[config.mk]
export PLATFORM = sky130hd
export DESIGN_NAME = npc_front
export DESIGN_NICKNAME = d
export VERILOG_FILES = /design/src/rtl/npc_pkg.sv /design/src/rtl/npc_front.sv
export SDC_FILE = /design/constraint.sdc
export NUM_CORES = 1
export LEC_CHECK = 0
export BUFFER_PORTS_ARGS = -buffer_cell sky130_fd_sc_hd__buf_2
export CORE_UTILIZATION = 51
export DETAILED_ROUTE_END_ITERATION = 6
export GPL_ROUTABILITY_DRIVEN = 0
export GPL_TIMING_DRIVEN = 0
export PLACE_DENSITY = 0.77
export SLEW_MARGIN = 20
export SYNTH_ARGS = -nofsm -noshare
export SYNTH_HDL_FRONTEND = slang
export SYNTH_SLANG_ARGS = --single-unit
[constraint.sdc]
create_clock -name clk -period 4.3 [get_ports clk]
set_clock_uncertainty 0.1 [all_clocks]
set_input_delay 1.075 -clock clk [delete_from_list [all_inputs] [get_ports clk]]
set_output_delay 1.075 -clock clk [all_outputs]
set_load 0.02 [all_outputs]
[src/rtl/npc_pkg.sv]
// shared types and codes of the no-data aware pixel compositor
// no dependencies; imported by every module of the block
package npc_pkg;

  localparam logic [2:0] MODE_NONE  = 3'd0;
  localparam logic [2:0] MODE_FIRST = 3'd1;
  localparam logic [2:0] MODE_LAST  = 3'd2;
  localparam logic [2:0] MODE_MIN   = 3'd3;
  localparam logic [2:0] MODE_MAX   = 3'd4;
  localparam logic [2:0] MODE_MEAN  = 3'd5;

  localparam logic KIND_FOLD = 1'b0;
  localparam logic KIND_READ = 1'b1;

  localparam logic [1:0] REG_MODE  = 2'd0;
  localparam logic [1:0] REG_PPI   = 2'd1;
  localparam logic [1:0] REG_TIMES = 2'd2;

  localparam int ACC_W = 48;
  localparam int CNT_W = 16;
  localparam int VAL_W = 32;

  // one queued transaction, already range checked
  typedef struct packed {
    logic              kind;
    logic [1:0]        band;
    logic [1:0]        time_slot;
    logic [9:0]        pixel;
    logic [VAL_W-1:0]  pixel_value;
    logic              pixel_present;
    logic              in_range;
  } item_t;

endpackage

[src/rtl/npc_front.sv]
// front end: accepts transactions, checks the cell range, queues them
// depends on npc_pkg
module npc_front #(
  parameter int BANDS       = 4,
  parameter int TIME_SLOTS  = 4,
  parameter int TILE_PIXELS = 1024
) (
  input  logic                 clk,
  input  logic                 rst,
  input  logic                 accept,
  input  logic                 kind,
  input  logic [1:0]           band,
  input  logic [1:0]           time_slot,
  input  logic [9:0]           pixel,
  input  logic [31:0]          pixel_value,
  input  logic                 pixel_present,
  input  logic [10:0]          pixels_per_image,
  input  logic [2:0]           times_per_chunk,
  input  logic                 pop,
  output npc_pkg::item_t       head,
  output logic                 head_valid,
  output logic                 full
);
  import npc_pkg::*;

  item_t      q [2];
  logic       wr_ptr;
  logic       rd_ptr;
  logic [1:0] fill;
  logic       in_range;
  item_t      entry;

  always_comb begin
    in_range = (32'(band) < BANDS) && (32'(time_slot) < TIME_SLOTS) &&
               ({1'b0, time_slot} < times_per_chunk) &&
               (32'(pixel) < TILE_PIXELS) && ({1'b0, pixel} < pixels_per_image);
    entry.kind          = kind;
    entry.band          = band;
    entry.time_slot     = time_slot;
    entry.pixel         = pixel;
    entry.pixel_value   = pixel_value;
    entry.pixel_present = pixel_present;
    entry.in_range      = in_range;
  end

  always_ff @(posedge clk) begin
    if (accept) begin
      q[wr_ptr] <= entry;
    end
  end

  always_ff @(posedge clk) begin
    if (rst) begin
      wr_ptr <= 1'b0;
      rd_ptr <= 1'b0;
      fill   <= 2'd0;
    end else begin
      if (accept) wr_ptr <= ~wr_ptr;
      if (pop)    rd_ptr <= ~rd_ptr;
      fill <= fill + 2'(accept) - 2'(pop);
    end
  end

  assign head       = q[rd_ptr];
  assign head_valid = (fill != 2'd0);
  assign full       = (fill == 2'd2);

endmodule

==> impl_summary.txt <==
----------------------------------------------------
[Timing]
  Maximum clock frequency ... 0.3587 GHz
  Final critical path time including I/O delays and setup ... 2.788 ns
  Number of max-slew violations in the final report ... 0
  Tightest Pin Transition ... 0.7806 ns
  Total of endpoints with negative setup slack in the final report ... 0
  Final period util ... 64.84%
  Tightest hold margin ... between 0.4 and 0.5 ns
  Rel. slew slack ... between 40% and 50%
  Final hold vios ... 0
  Setup repair after global routing missed its margin ... no

[Run status]
  Outcome ... finished clean

[Clocking]
  CTS sink cnt ... approximately 100
  Clock tree from TritonCTS ... built
  Clock H-tree levels ... 3
  Clock slew at reported path FFs ... 0.09 ns
  CTS resizes ... 0
  Skew-Pair Late Insertion Delay ... 0.35 ns
  Clock tree root driver cell ... clkbuf_8
  Setup repair bufs after CTS ... 0
  Number of buffers inserted during clock tree synthesis ... 9
  Largest buffer count on any clock path ... 2
  Quantity of hold-fixing buffers added after cts ... 0

[Routing]
  DRC violations left ... 0
  Count of vias placed by the detailed router ... 2,196
  Number of iterations in the first detailed-routing pass ... 6
  Routed Antenna Nets ... 0
  Vias per Instance ... 4.924
  Post-DR wirelength/cell ... 15.33 um
  Wire length after detailed routing ... 6836 um
  Initial DRC count ... 86

[Logic synthesis]
  Cell taking the most area after synthesis ... edfxtp_1
  Leading cell type by number of instances after synthesis ... edfxtp_1
  Gate count of the mapped netlist ... 211
  Top post-synthesis cells by area ... edfxtp_1 73%, mux2_2 11%, ha_1 3.7%
  Commonest cells post-synth ... 98 x edfxtp_1, 39 x mux2_2, 12 x ha_1, 12 x inv_1, 10 x mux2_4
  Distinct cells, synth ... 24
  Proportion of netlist area held by the largest area contributor ... about 73%
  Summed instance area of the synthesized netlist ... just over 4000 um^2
  Number of warnings printed during yosys synthesis ... 0
  Number of enable flip-flop cells after synthesis ... 98
  Proportion of synthesized chip area in sequential cells ... 75.06%
  Number of synthesized register bits ... 103
  Post-synthesis net count ... 289
  Share of flip-flops with an asynchronous set or reset after synthesis ... 0%
  Average instance area after synthesis ... just under 20 um^2
  Most used flip-flop cell after synthesis ... edfxtp_1

[Worst setup path]
  Required time at the endpoint of the critical path ... 3.12 ns
  Crit path kind ... reg2out
  Element type at the critical path end ... output port
  Reg2reg path depth ... 2
  Critical register-to-register path endpoint ... q[0][7]
  Reg-to-reg setup timing slack ... approximately 2.6 ns
  Crit Reg-Reg Startpoint ... wr_ptr
  Biggest cell delay along the critical path ... 0.42 ns
  Critical Path Fanout Max ... 10
  Critical Path End ... head[42]
  Endpoint arrival time on the critical path ... 1.61 ns
  Worst-path cell with the longest stage delay ... dfxtp_1
  Type of origin of the critical path ... register
  Crit path cell chain ... buf_6, buf_8, mux2_4, buf_2

[Place]
  Buffers added on ports ... 116
  Area after detailed placement ... 4792 um^2
  Final HPWL from detailed placement ... 4728 um

[Finish]
  Layout Area Growth over Synthesis ... 22.65%
  Share of final-layout standard cells stronger than drive strength 1 ... 54.94%
  Number of antenna cells inserted ... 0
  Total number of nets in the final design ... roughly 420
  Design area ... between 4000 and 5000 um^2

[Die]
  Placeable core region ... roughly 7700 um^2
  DIE AREA ... about 8300 um^2
  Rows ... 32
  Vertical die dimension ... 91.16 um
  Top-level I/O count ... 117
  Effective utilization at floorplan ... 52.73%
  Die X ... 91.16 um

[Power]
  Cell leakage power ... between 1.5 and 2 nW
  Worst IR Drop VDD ... 250.9 uV
  Power Total ... ~2.1 mW
  Power density over cell area ... 417.3 nW/um^2

[Hold path]
  Hold/Removal Path Class ... reg2reg
  Start point of the worst hold path ... rd_ptr

[Global routing]
  Global-route usage over all layers ... 17.02%
  Initial antenna violation count ... 0
  Pin count of the biggest net entering global routing ... 50
  Global-route wire length before repair ... 10,450 um
  Vias in the first global route ... ~2.2k
  Overflow left after global routing ... 0

[Flow run]
  Reported max-cap violation count ... 0

----------------------------------------------------
## worst max-delay path: cells and delay by family, from the launching register on
kind / cells / cell delay (ns)
buffers and inverters: 3 / 0.53
DFF: 1 / 0.42
muxes: 1 / 0.31
## report_power, final
group          total (mW)  switching, mW  leakage [nW]  internal [mW]
Combinational       0.342          0.192         0.951          0.150
Sequential           1.19         0.0178         0.961           1.17
Clock               0.546          0.329        0.0854          0.217
Total                2.07          0.539          2.00           1.54
## flip-flops by register name (all words and copies together), names as in the netlist, named ones only
name    flops
rd_ptr      1
fill        2
q          98
wr_ptr      1
## placed cells by master (no fill, tap or decap), drive strengths merged
cell / n
or2: 1
and2: 1
clkbuf: 9
a31oi: 1
mux2: 49
a21o: 2
clkinv: 3
nor2: 6
buf: 122
clkinvlp: 2
inv: 14
nand2: 2
nor2b: 3
o21ai: 1
dfxtp: 5
nand4b: 1
nand2b: 2
o22ai: 1
edfxtp: 98
a211oi: 1
xor2: 1
ha: 12
xnor2: 3
a21oi: 4
## final cells by class
class,instances,area [um^2]
sequential,103,3043
fill,594,2715
multi-input combinational,91,927.1
timing repair buffer,117,600.6
tap,102,127.6
clock buffer,9,123.9
clock inverter,7,56.30
buffer,5,48.80
inverter,12,45.04
## cell families (layout without fill, tap and decap cells)
| kind of cell | Yosys count | count (layout) | share of synthesized area, % |
|---|---|---|---|
| xor+xnor | 4 | 4 | 0.8644 |
| compound gates | 10 | 10 | 1.482 |
| mux | 49 | 49 | 14.54 |
| simple gates | 16 | 16 | 2.037 |
| fa+ha+maj | 12 | 12 | 3.704 |
| buf+inv | 17 | 150 | 2.315 |
| flops | 103 | 103 | 75.06 |
## worst min path at each step
stage / depth (start not counted) / slack [ns] / endpoint
3_3_place_gp: 2 / 0.40 / rd_ptr
5_1_grt: 2 / 0.49 / register
2_1_floorplan: 2 / 0.38 / register
6_report: 2 / 0.44 / register
3_5_place_dp: 2 / 0.42 / register
4_1_cts: 2 / 0.44 / register
## layer usage
metal / global-route usage (%) / part of all wire, % / vias up / wire length, um
met5: 0 / 0 / - / 0
met4: 7.672 / 1.7 / 0 / 113
met3: 4.355 / 3.6 / 8 / 246
met2: 30.81 / 56 / 53 / 3798
met1: 18.74 / 39 / 1079 / 2678
li1: - / - / 1056 / -
## metrics by stage
step	utilization (%)	setup TNS (ns)	worst slack, ns	instances
after floorplan	-	0	0.4897	211
after global placement	61.95	-43.36	-0.8873	429
after detailed placement	62.34	0	1.697	430
after CTS	64.68	0	1.469	446
after global routing	64.68	0	1.416	446
final	64.68	0	1.512	446
Power figures use the tool's default switching activity.
